File: src/rtl/core/ultrasonic_range_window_stats_core_defines.svh
// Assertion macros shared by the ranging core files.
`ifndef ULTRASONIC_RANGE_WINDOW_STATS_CORE_DEFINES_SVH
`define ULTRASONIC_RANGE_WINDOW_STATS_CORE_DEFINES_SVH
`ifndef ASSERT_OFF
`define URWS_ASSERT_IMP(lbl, ck, rs, a, c) \
  lbl: assert property (@(posedge ck) disable iff (rs) (a) |-> (c)) \
    else $error("urws check failed");
`define URWS_ASSERT_NXT(lbl, ck, rs, a, c) \
  lbl: assert property (@(posedge ck) disable iff (rs) (a) |=> (c)) \
    else $error("urws check failed");
`else
`define URWS_ASSERT_IMP(lbl, ck, rs, a, c)
`define URWS_ASSERT_NXT(lbl, ck, rs, a, c)
`endif
`endif

File: src/rtl/core/urws_pkg.sv
// Types and constants of the ultrasonic range window statistics core.
package urws_pkg;

  localparam int MAX_SAMPLES = 64;
  localparam int ADDR_W      = $clog2(MAX_SAMPLES);
  localparam int CNT_W       = ADDR_W + 1;

  localparam int WIDTH_W = 16;
  localparam int TEMP_W  = 11;
  localparam int DIST_W  = 24;
  localparam int SPEED_W = 24;
  localparam int PROD_W  = WIDTH_W + SPEED_W - 1;
  localparam int SUM_W   = DIST_W + CNT_W;

  // divider: dividend holds width * speed (< 2^38) and the sample sum
  localparam int DIV_W       = 38;
  localparam int DVS_W       = 15;
  localparam int DIV_STEPS   = DIV_W / 2;
  localparam int DIV_CNT_W   = $clog2(DIV_STEPS + 1);

  // speed of sound in 0.1 mm/s units: 331.3 m/s + 0.606 m/s per degC
  localparam logic signed [SPEED_W-1:0] SPEED_BASE  = 24'sd3313000;
  localparam logic signed [SPEED_W-1:0] SPEED_SLOPE = 24'sd606;
  localparam logic [DVS_W-1:0]          RANGE_DIV   = 15'd20000;
  localparam logic [DIST_W-1:0]         DIST_MAX    = {DIST_W{1'b1}};

  localparam logic [CNT_W-1:0]          NUM_SAMPLES_RST = 7'd1;
  localparam logic signed [TEMP_W-1:0]  FALLBACK_RST    = 11'sd200;

  typedef enum logic {
    CFG_NUM_SAMPLES = 1'b0,
    CFG_FALLBACK    = 1'b1
  } cfg_idx_t;

  typedef enum logic [7:0] {
    ST_IDLE  = 8'b0000_0001,
    ST_SPEED = 8'b0000_0010,
    ST_MUL   = 8'b0000_0100,
    ST_DDIV  = 8'b0000_1000,
    ST_WRITE = 8'b0001_0000,
    ST_SCAN  = 8'b0010_0000,
    ST_ADIV  = 8'b0100_0000,
    ST_FIN   = 8'b1000_0000
  } state_t;

  typedef struct packed {
    logic             start;
    logic [DIV_W-1:0] dividend;
    logic [DVS_W-1:0] divisor;
  } div_req_t;

  typedef struct packed {
    logic             busy;
    logic             done;
    logic [DIV_W-1:0] quot;
  } div_resp_t;

endpackage

File: src/rtl/core/urws_div.sv
// Radix-4 restoring divider, two quotient bits per cycle.
`include "ultrasonic_range_window_stats_core_defines.svh"
module urws_div (
  input  logic               clk,
  input  logic               rst,
  input  urws_pkg::div_req_t  req,
  output urws_pkg::div_resp_t resp
);
  import urws_pkg::*;

  logic [DIV_W-1:0]     quo;
  logic [DVS_W-1:0]     rem;
  logic [DVS_W-1:0]     dvs;
  logic [DIV_CNT_W-1:0] cnt;
  logic                 busy;
  logic                 done;

  logic [DVS_W:0]   r1, r2;
  logic [DVS_W-1:0] r1s, r2s;
  logic             ge1, ge2;

  always_comb begin
    r1  = {rem, quo[DIV_W-1]};
    ge1 = r1 >= {1'b0, dvs};
    r1s = ge1 ? DVS_W'(r1 - {1'b0, dvs}) : r1[DVS_W-1:0];
    r2  = {r1s, quo[DIV_W-2]};
    ge2 = r2 >= {1'b0, dvs};
    r2s = ge2 ? DVS_W'(r2 - {1'b0, dvs}) : r2[DVS_W-1:0];
  end

  always_ff @(posedge clk) begin
    if (rst) begin
      busy <= 1'b0;
      done <= 1'b0;
      cnt  <= '0;
    end else begin
      done <= 1'b0;
      if (req.start) begin
        busy <= 1'b1;
        cnt  <= DIV_CNT_W'(DIV_STEPS);
      end else if (busy) begin
        cnt <= cnt - 1'b1;
        if (cnt == DIV_CNT_W'(1)) begin
          busy <= 1'b0;
          done <= 1'b1;
        end
      end
    end
  end

  always_ff @(posedge clk) begin
    if (req.start) begin
      quo <= req.dividend;
      rem <= '0;
      dvs <= req.divisor;
    end else if (busy) begin
      quo <= {quo[DIV_W-3:0], ge1, ge2};
      rem <= r2s;
    end
  end

  assign resp.busy = busy;
  assign resp.done = done;
  assign resp.quot = quo;

  `URWS_ASSERT_IMP(a_no_restart, clk, rst, req.start, !busy)
  `URWS_ASSERT_NXT(a_finish, clk, rst, busy && cnt == DIV_CNT_W'(1), done && !busy)
  `URWS_ASSERT_IMP(a_done_idle, clk, rst, done, !busy)

endmodule

File: src/rtl/core/ultrasonic_range_window_stats_core.sv
// Ultrasonic ranging core: distance from echo width, 64-entry ring, max and mean.
// Steps from input word to result word, n = entries in use:
//   speed, multiply, range divide, ring write, scan of n entries, mean divide, out;
//   no ended echo skips speed, multiply and divide, empty mean its divide.
// One word at a time: in_stall holds off the next word until the sequencer is idle again.
// Reset (rst, synchronous): valid bits, write index, distance clear; n = 1, fallback 200.
`include "ultrasonic_range_window_stats_core_defines.svh"
module ultrasonic_range_window_stats_core (
  input  logic                                 clk,
  input  logic                                 rst,
  // input channel
  input  logic                                 in_valid,
  output logic                                 in_stall,
  input  logic [urws_pkg::WIDTH_W-1:0]         echo_width_us,
  input  logic                                 echo_ended,
  input  logic                                 echo_started,
  input  logic signed [urws_pkg::TEMP_W-1:0]   temp_tenths,
  input  logic                                 temp_valid,
  // result channel
  output logic                                 out_valid,
  input  logic                                 out_stall,
  output logic [urws_pkg::DIST_W-1:0]          last_dist_um,
  output logic [urws_pkg::DIST_W-1:0]          max_dist_um,
  output logic [urws_pkg::DIST_W-1:0]          avg_dist_um,
  // configuration write channel
  input  logic                                 cfg_valid,
  output logic                                 cfg_ready,
  input  logic                                 cfg_index,
  input  logic [urws_pkg::TEMP_W-1:0]          cfg_data
);
  import urws_pkg::*;

  // configuration
  logic [CNT_W-1:0]         num_samples;
  logic signed [TEMP_W-1:0] fallback_temp;
  logic [CNT_W-1:0]         n_use;

  // sequencer and working registers
  state_t                   state;
  logic [WIDTH_W-1:0]       width_r;
  logic                     ended_r;
  logic                     started_r;
  logic signed [TEMP_W-1:0] temp_r;
  logic signed [SPEED_W-1:0] speed_r;
  logic [DIV_W-1:0]         prod;
  logic [DIST_W-1:0]        last_distance;
  logic [ADDR_W-1:0]        widx;
  logic                     div_go;

  // scan accumulators
  logic [CNT_W-1:0]         scan_cnt;
  logic                     rd_pend;
  logic [DIST_W-1:0]        mx;
  logic [SUM_W-1:0]         sum;
  logic [CNT_W-1:0]         k;
  logic                     zseen;
  logic [DIST_W-1:0]        avg;

  // sample ring: memory plus per-entry valid bits (cleared entry reads as zero)
  logic [DIST_W-1:0]        ring [MAX_SAMPLES];
  logic [MAX_SAMPLES-1:0]   vbits;
  logic [DIST_W-1:0]        rd_data;
  logic                     rd_vld;
  logic                     rd_en;
  logic [ADDR_W-1:0]        rd_addr;
  logic                     wr_en;
  logic [DIST_W-1:0]        rd_val;

  // shared divider
  div_req_t                 div_req;
  div_resp_t                div_resp;

  logic                     in_acc;
  logic                     can_load;
  logic signed [SPEED_W-1:0] speed_next;
  logic [CNT_W:0]           widx_inc;

  assign in_stall  = (state != ST_IDLE);
  assign in_acc    = in_valid && !in_stall;
  assign cfg_ready = 1'b1;
  assign can_load  = !out_valid || !out_stall;

  always_comb begin
    if (num_samples == '0) begin
      n_use = CNT_W'(1);
    end else if (num_samples > CNT_W'(MAX_SAMPLES)) begin
      n_use = CNT_W'(MAX_SAMPLES);
    end else begin
      n_use = num_samples;
    end
  end

  // speed term stays positive for every 11-bit temperature
  assign speed_next = SPEED_BASE + SPEED_W'(SPEED_SLOPE * SPEED_W'(temp_r));
  assign widx_inc   = (CNT_W + 1)'(widx) + 1'b1;

  assign wr_en   = (state == ST_WRITE);
  assign rd_en   = (state == ST_SCAN) && (scan_cnt < n_use);
  assign rd_addr = scan_cnt[ADDR_W-1:0];
  assign rd_val  = rd_vld ? rd_data : '0;

  always_comb begin
    div_req.start = div_go;
    if (state == ST_ADIV) begin
      div_req.dividend = DIV_W'(sum);
      div_req.divisor  = DVS_W'(k);
    end else begin
      div_req.dividend = prod;
      div_req.divisor  = RANGE_DIV;
    end
  end

  urws_div u_div (
    .clk  (clk),
    .rst  (rst),
    .req  (div_req),
    .resp (div_resp)
  );

  // configuration registers
  always_ff @(posedge clk) begin
    if (rst) begin
      num_samples   <= NUM_SAMPLES_RST;
      fallback_temp <= FALLBACK_RST;
    end else if (cfg_valid && cfg_ready) begin
      case (cfg_idx_t'(cfg_index))
        CFG_NUM_SAMPLES: num_samples   <= cfg_data[CNT_W-1:0];
        CFG_FALLBACK:    fallback_temp <= cfg_data;
        default: ;
      endcase
    end
  end

  // ring memory
  always_ff @(posedge clk) begin
    if (wr_en) begin
      ring[widx] <= last_distance;
    end
    if (rd_en) begin
      rd_data <= ring[rd_addr];
      rd_vld  <= vbits[rd_addr];
    end
  end

  always_ff @(posedge clk) begin
    if (rst) begin
      vbits <= '0;
    end else if (wr_en) begin
      vbits[widx] <= 1'b1;
    end
  end

  // input word latch and datapath registers
  always_ff @(posedge clk) begin
    if (in_acc) begin
      width_r   <= echo_width_us;
      ended_r   <= echo_ended;
      started_r <= echo_started;
      temp_r    <= temp_valid ? temp_tenths : fallback_temp;
    end
    if (state == ST_SPEED) begin
      speed_r <= speed_next;
    end
    if (state == ST_MUL) begin
      prod <= DIV_W'(PROD_W'(width_r) * PROD_W'(speed_r[SPEED_W-2:0]));
    end
  end

  // divider start pulse: range divide after the multiply, mean divide after the scan
  always_ff @(posedge clk) begin
    if (rst) begin
      div_go <= 1'b0;
    end else begin
      div_go <= ((state == ST_MUL) && (speed_r > 0))
             || ((state == ST_SCAN) && !rd_en && !rd_pend && (k != '0));
    end
  end

  // sequencer
  always_ff @(posedge clk) begin
    if (rst) begin
      state         <= ST_IDLE;
      last_distance <= '0;
      widx          <= '0;
      rd_pend       <= 1'b0;
      scan_cnt      <= '0;
      out_valid     <= 1'b0;
    end else begin
      if (state == ST_FIN && can_load) begin
        out_valid <= 1'b1;
      end else if (out_valid && !out_stall) begin
        out_valid <= 1'b0;
      end
      case (state)
        ST_IDLE: begin
          if (in_acc) begin
            if (echo_ended) begin
              state <= ST_SPEED;
            end else begin
              // started only: no answer; no edge: keep previous distance
              if (echo_started) begin
                last_distance <= '0;
              end
              state <= ST_WRITE;
            end
          end
        end
        ST_SPEED: begin
          state <= ST_MUL;
        end
        ST_MUL: begin
          if (speed_r <= 0) begin
            last_distance <= '0;
            state         <= ST_WRITE;
          end else begin
            state  <= ST_DDIV;
          end
        end
        ST_DDIV: begin
          if (div_resp.done) begin
            if (div_resp.quot > DIV_W'(DIST_MAX)) begin
              last_distance <= DIST_MAX;
            end else begin
              last_distance <= div_resp.quot[DIST_W-1:0];
            end
            state <= ST_WRITE;
          end
        end
        ST_WRITE: begin
          widx     <= (widx_inc >= (CNT_W + 1)'(n_use)) ? '0 : widx_inc[ADDR_W-1:0];
          scan_cnt <= '0;
          rd_pend  <= 1'b0;
          state    <= ST_SCAN;
        end
        ST_SCAN: begin
          // one read issued per cycle, data processed in the next cycle
          if (rd_en) begin
            scan_cnt <= scan_cnt + 1'b1;
            rd_pend  <= 1'b1;
          end else begin
            rd_pend  <= 1'b0;
          end
          if (!rd_en && !rd_pend) begin
            state  <= ST_ADIV;
          end
        end
        ST_ADIV: begin
          if (k == '0 || div_resp.done) begin
            state <= ST_FIN;
          end
        end
        ST_FIN: begin
          if (can_load) begin
            state     <= ST_IDLE;
          end
        end
        default: begin
          state <= ST_IDLE;
        end
      endcase
    end
  end

  // scan accumulators: max over entries in use, sum of leading nonzero run
  always_ff @(posedge clk) begin
    if (state == ST_WRITE) begin
      mx    <= '0;
      sum   <= '0;
      k     <= '0;
      zseen <= 1'b0;
    end else if (state == ST_SCAN && rd_pend) begin
      if (rd_val > mx) begin
        mx <= rd_val;
      end
      if (!zseen) begin
        if (rd_val != '0) begin
          sum <= sum + SUM_W'(rd_val);
          k   <= k + 1'b1;
        end else begin
          zseen <= 1'b1;
        end
      end
    end
    if (state == ST_ADIV) begin
      avg <= (k == '0) ? '0 : div_resp.quot[DIST_W-1:0];
    end
  end

  // result register
  always_ff @(posedge clk) begin
    if (state == ST_FIN && can_load) begin
      last_dist_um <= last_distance;
      max_dist_um  <= mx;
      avg_dist_um  <= avg;
    end
  end

  `URWS_ASSERT_IMP(a_div_owner, clk, rst, div_resp.done, state == ST_DDIV || state == ST_ADIV)
  `URWS_ASSERT_NXT(a_accept_path, clk, rst, in_acc, state == ST_SPEED || state == ST_WRITE)
  `URWS_ASSERT_NXT(a_widx_wrap, clk, rst, state == ST_WRITE, (CNT_W'(widx) < n_use))
  `URWS_ASSERT_IMP(a_scan_bound, clk, rst, state == ST_SCAN, scan_cnt <= n_use)

endmodule
File: config.mk
export PLATFORM = sky130hd
export DESIGN_NAME = ultrasonic_range_window_stats_core
export DESIGN_NICKNAME = d
export VERILOG_FILES = /design/src/rtl/core/urws_pkg.sv /design/src/rtl/core/urws_div.sv /design/src/rtl/core/ultrasonic_range_window_stats_core.sv
export VERILOG_INCLUDE_DIRS = /design/src /design/src/rtl/core
export SDC_FILE = /design/constraint.sdc
export NUM_CORES = 2
export LEC_CHECK = 0
export ABC_CLOCK_PERIOD_IN_PS = 20100
export BUFFER_PORTS_ARGS = -buffer_cell sky130_fd_sc_hd__buf_2
export CAP_MARGIN = 20
export CORE_MARGIN = 2
export CORE_UTILIZATION = 30
export DETAILED_ROUTE_END_ITERATION = 16
export PLACE_DENSITY_LB_ADDON = 0.15
export SYNTH_ARGS = -nofsm -noshare
export SYNTH_HDL_FRONTEND = slang
export SYNTH_SLANG_ARGS = --single-unit
export TNS_END_PERCENT = 50
File: constraint.sdc
create_clock -name clk -period 20.1 [get_ports clk]
set_input_delay 0 -clock clk [delete_from_list [all_inputs] [get_ports clk]]
set_output_delay 0 -clock clk [all_outputs]
set_load 0.02 [all_outputs]
# ---- Word-level counts from Yosys, hierarchy flattened
# Memory sizes are Yosys's and may differ from the RTL's. A register that Yosys moved wholly into a read port is not among the register bits.
# Cells that the tools add are included.
dict set report word_totals {
  register_bits 454
  ram_bits 1536
  input_bits 47
  out_inout_bits 75
  word_cells 158
  mem_count 1
}
dict set report classes {
  addsub 8
  mul 2
  order_cmp 12
  n_eq_ne 19
  n_mux 45
  n_bitwise 4
  n_reduce_logical 36
}
# memory words word_bits read_ports rd_ports_with_merged_regs wr line
set mem_list {}
lappend mem_list {ring 64 24 1 1 1 ultrasonic_range_window_stats_core.sv:60} ;# logic [DIST_W-1:0] ring [MAX_SAMPLES];
# operator count
set ops {}
lappend ops {{$mux 24} 7}
lappend ops {{$mux 38} 2}
lappend ops {{$pmux 24 s3} 1}
lappend ops {{$or 64x64->64} 1}
lappend ops {{$pmux 8 s8} 1}
lappend ops {{$mux 53} 1}
lappend ops {{$mux 8} 5}
lappend ops {{$gt 38x24->1 const B} 1}
lappend ops {{$mul 16x23->38} 1}
lappend ops {{$ge 16x15->1} 2}
lappend ops {{$add 31x24->31} 1}
lappend ops {{$mux 15} 2}
lappend ops {{$sub 15x15->15} 2}
lappend ops {{$add 23x22->24 const A} 1}
lappend ops {{$gt 24x1->1 const B} 1}
lappend ops {{$gt 24x24->1} 1}
lappend ops {{$le 24x1->1 const B} 1}
lappend ops {{$reduce_bool 24->1} 1}
lappend ops {{$mul 10x11->21 const A} 1}
lappend ops {{$mux 7} 3}
lappend ops {{$mux 5} 4}
lappend ops {{$add 7x1->7 const B} 2}
lappend ops {{$logic_not 7->1} 2}
lappend ops {{$lt 6x7->1 const B} 2}
lappend ops {{other kinds (38)} 80}

# ---- Longest topological paths before layout
dict set report logic_depth {
  word_depth 10
  ltp_mapped 25
  ltp_nobuf 24
}

# ---- Cells and area by module
# From an unflattened synthesis, not the netlist that was laid out.
dict set report unflattened {
  hier_cells 5829
  hier_area_um2 93940.1
}
# module instances cells_each area_per_inst_um2 seq_area_each_um2
set by_module_without_submodules {}
lappend by_module_without_submodules {ultrasonic_range_window_stats_core 1 5390 89261.9 56203.9}
lappend by_module_without_submodules {urws_div 1 439 4678.2 2031.9}

# ---- Worst setup path before layout
# Ideal clock, no wire load.
dict set report synth_path {
  path_kind {register -> register}
  from {reg speed_r[15]}
  to {reg prod[34] (data pin)}
  setup_time_ns 0.262
  arrival_time_ns 6.030
  required_ns 19.838
  path_slack_ns 13.807
  path_stages_with_launch 25
  path_buffers 1
  period_less_slack_ns 6.293
  path_cell_list {edfxtp_1 -> clkbuf_1 -> nand2_1 -> fa_1 -> inv_1 -> fa_1 -> inv_1 -> fa_1 -> inv_1 -> fa_1 -> fa_1 -> inv_1 -> fa_1 -> inv_1 -> ha_1 -> a21o_1 -> a21o_1 -> a211oi_1 -> a31oi_1 -> o21ai_1 -> o2bb2ai_1 -> o31ai_1 -> a31oi_1 -> o21bai_1 -> xor2_1}
}
dict set report synth_via {
  elab_chain_cells 1
}
# element line
set synth_rtl {}
lappend synth_rtl {{start, declared} ultrasonic_range_window_stats_core.sv:44} ;# logic signed [SPEED_W-1:0] speed_r;
lappend synth_rtl {{start signal, assigned} ultrasonic_range_window_stats_core.sv:162} ;# speed_r <= speed_next;
lappend synth_rtl {{$mul 16x23->38} ultrasonic_range_window_stats_core.sv:165} ;# prod <= DIV_W'(PROD_W'(width_r) * PROD_W'(speed_r[SPEED_W-2:0]));
lappend synth_rtl {{end signal, assigned} ultrasonic_range_window_stats_core.sv:165}
lappend synth_rtl {{end, declared} ultrasonic_range_window_stats_core.sv:45} ;# logic [DIV_W-1:0] prod;
# Every way passes these cells.
# A chain may end at the register's enable or synchronous reset.

# ---- Worst setup path in the final report
dict set report layout_path {
  from {reg width_r[2]}
  to {reg prod[36] (data pin)}
}
dict set report layout_via {
  elab_chain_cells 1
}
# element line
set layout_rtl {}
lappend layout_rtl {{start, declared} ultrasonic_range_window_stats_core.sv:40} ;# logic [WIDTH_W-1:0] width_r;
lappend layout_rtl {{start signal, assigned} ultrasonic_range_window_stats_core.sv:156} ;# width_r <= echo_width_us;
lappend layout_rtl {{$mul 16x23->38} ultrasonic_range_window_stats_core.sv:165}
# Every way passes these cells.

==> reports/qor.csv <==
metric;value;unit
outcome;complete, no violations;
routed wire length;274;mm
total leakage power;0.0327;uW
clk sink count;2004;
CTS resizes;0;
CTS Buffer Depth;4;
I/O Pins;122;
Slew Limit Fails;0;
maximum VDD drop;0.667;mV
placed cell count;9858;
CP required;20.68;ns
Largest stage delay, worst path;0.97;ns
mean post-synth cell area;16.2;um2
Crit. path cell count;23;
Synth cell types;83;
Fin Setup TNS;0;ns
fin nets;6688;
Slowest-stage cell, CP;edfxtp_1;
top-area cell type share of the netlist area;0.578;
Final Wtd Congestion;0.791;
Die H;560;um
worst hold-check path type;in2reg;
RR Startpoint;width_r[2];
Post-Layout Cell Count;10400;
critical path's top delay family;adder cells;
Post-synth ARST share;0;
most frequent cells in the layout;edfxtp_1 (1789), mux4_2 (525), inv_1 (465);
Core Rows;204;
RSZ-0062 raised after global routing;no;
die area;314000;um2
CP arrival;7.89;ns
first-pass GRT wire length;395;mm
ratio of cells with drive above 1 in the final layout;0.200;
R2R Setup Slk;12.79;ns
Synth Flop Type;edfxtp_1;
maximum capacitance violations;0;
PortBufs;120;
reg2reg path depth;23;
initial drt markers;4267;
CTS root buf;clkbuf_16;
DIE WIDTH;560;um
area grow syn2layout;15.8;%
largest net degree at the start of global routing;85;
Final min period;7.31;ns
Worst Hold End;num_samples[1];
Period Utilization, post-route;0.364;
Initial DRT Pass Iterations;5;
DRC;0;
register area share after synthesis;0.625;
core area;308000;um2
initial antenna violation count;22;
Max Freq;137;MHz
Final WS setup;12.79;ns
Ys Warns;0;
Post-synth EDFFs;1789;
Clock Skew;0.129;ns
#FFs+latches synth;2004;
Post-Syn Nets;6362;
Hold Slack;0.0590;ns
vias in the first global route;53600;
Final Hold Fails;0;
routed len/inst;26.3;um
Tot GR Track Use;0.173;
H-tree lvl count;4;
Hold Path Origin;cfg_data[1];
Skew-Pair Late Insertion Delay;0.92;ns
Hold Crit Depth;4;
CTS tree;done;
Area contributors post-synth;edfxtp_1 (58%), mux4_2 (13%), fa_1 (6.9%);
most common cell after layout, fill and taps aside;edfxtp_1;
DP HPWL;166;mm
antenna viol nets, final;0;
Worst Setup Path Type;reg2reg;
CP max FO;22;
worst slew pin tran;1.12;ns
via-per-instance ratio;4.91;
initial core utilization;0.301;
Setup crit end kind;flop;
CP Launch Type;flop;
total gr overflow;0;
Finished Cell Area;108000;um2
most used cell, CP;fa_1;
PD cells;192;nW/um2
CP Cell Sequence;nand2_1 > fa_1 > inv_1 > fa_1 > inv_1 > fa_1 > inv_1 > fa_1 > fa_1 > inv_1 > fa_1 > inv_1 > ha_1 > nand4_1 > nor3_1 > o211ai_1 > a31oi_1 > o21ai_1 > o2bb2ai_1 > o31ai_1 > a31oi_1 > o21ai_1 > xor2_1;
Final Setup Violations;0;
Mapped Area;92900;um2
cell taking the most area after synthesis;edfxtp_1;
postcts setup bufs;0;
CTS Buf Count;222;
Post-Synthesis Cells;5743;
pre-CTS setup slack;12.76;ns
total number of vias;51000;
clk slew on worst S/H paths;0.05;ns
Worst slew margin;0.252;
Buf+Inv Stages, Crit Path;5;
RR Endpoint;prod[36];
placed instance area;99300;um2
## cell families after synthesis
kind of cell / after synthesis / synth area share
adders and majority gates: 572 / 0.103
AOI/OAI and AO/OA: 513 / 0.0361
xor gates and xnor gates: 127 / 0.0120
DFF: 2004 / 0.625
buffers and inverters: 741 / 0.0303
other: 1 / 0.0000404
muxes: 579 / 0.133
and+or+nand+nor: 1206 / 0.0606
## registers in the layout (all words and copies together) (netlist names), 31 cells and up
name and flops:
prod 37, ring 1536, sum 31, u_div.quo 38
vbits 64
## repair_timing
item	CTS	global route
endpoints found under the setup margin	0	0
hold endpoints to repair	125	0
hold buffers	106	0
## stage by stage
stage | util | total power, uW
after floorplan | - | 13500
after global placement | 0.322 | 17000
after detailed placement | 0.322 | 17000
after CTS | 0.349 | 21100
after global routing | 0.349 | 22600
final | 0.349 | 20700
## tightest hold or removal path, stage by stage
cell and delay [ns]:
dlygate4sd3_1 0.52, buf_2 0.17, mux2i_1 0.08, nor2_1 0.07
## per-layer routing
metal | part of all wire | wire [um] | vias up | GRT usage
met2 | 0.49 | 133000 | 1263 | 0.289
met5 | 0 | 0 | - | 0
met3 | 0.046 | 12500 | 319 | 0.0194
li1 | - | - | 22200 | -
met1 | 0.45 | 122000 | 27300 | 0.242
met4 | 0.021 | 5870 | 0 | 0.0366
## cell type report
| class | instances | area (um2) |
|---|---|---|
| Clock inverter | 140 | 1280 |
| Clock buffer | 273 | 5870 |
| Timing Repair Buffer | 376 | 2820 |
| Tap cell | 4120 | 5150 |
| Inverter | 467 | 1750 |
| Multi-Input combinational cell | 2998 | 32600 |
| Fill cell | 29600 | 201000 |
| Sequential cell | 2004 | 58100 |
| Antenna cell | 9 | 22.5 |
## cell usage after synthesis (18+ instances only)
| cell | count |
|---|---|
| a211oi_1 | 22 |
| a21o_1 | 43 |
| a21oi_1 | 141 |
| a31oi_1 | 48 |
| and2_1 | 189 |
| buf_1 | 41 |
| clkbuf_1 | 222 |
| dfxtp_1 | 215 |
| edfxtp_1 | 1789 |
| fa_1 | 319 |
| ha_1 | 253 |
| inv_1 | 466 |
| mux2i_1 | 43 |
| mux4_2 | 525 |
| nand2_1 | 428 |
| nand2b_1 | 21 |
| nand3_1 | 42 |
| nand3b_1 | 19 |
| nand4_1 | 18 |
| nor2_1 | 314 |
| nor2b_1 | 23 |
| nor3_1 | 62 |
| nor4_1 | 22 |
| o21a_1 | 76 |
| o21ai_0 | 56 |
| o21ai_1 | 32 |
| xnor2_1 | 83 |
| xor2_1 | 44 |
## how the worst max path moves through the flow
stage,startpoint,end
6_report,width_r[2],prod[36]
5_1_grt,width_r[1],prod[36]
4_1_cts,width_r[1],prod[36]
3_5_place_dp,width_r[1],prod[36]
3_3_place_gp,width_r[1],prod[34]
2_1_floorplan,speed_r[15],prod[34]
## report_power, final
group	leakage (uW)	internal [uW]	switching, uW	total (uW)
Combinational	0.0144	4700	6700	11400
Clock	0.00349	2320	1720	4030
Sequential	0.0148	5120	108	5230
Total	0.0327	12100	8530	20700
Note: power is estimated with default switching activity, not from simulation.
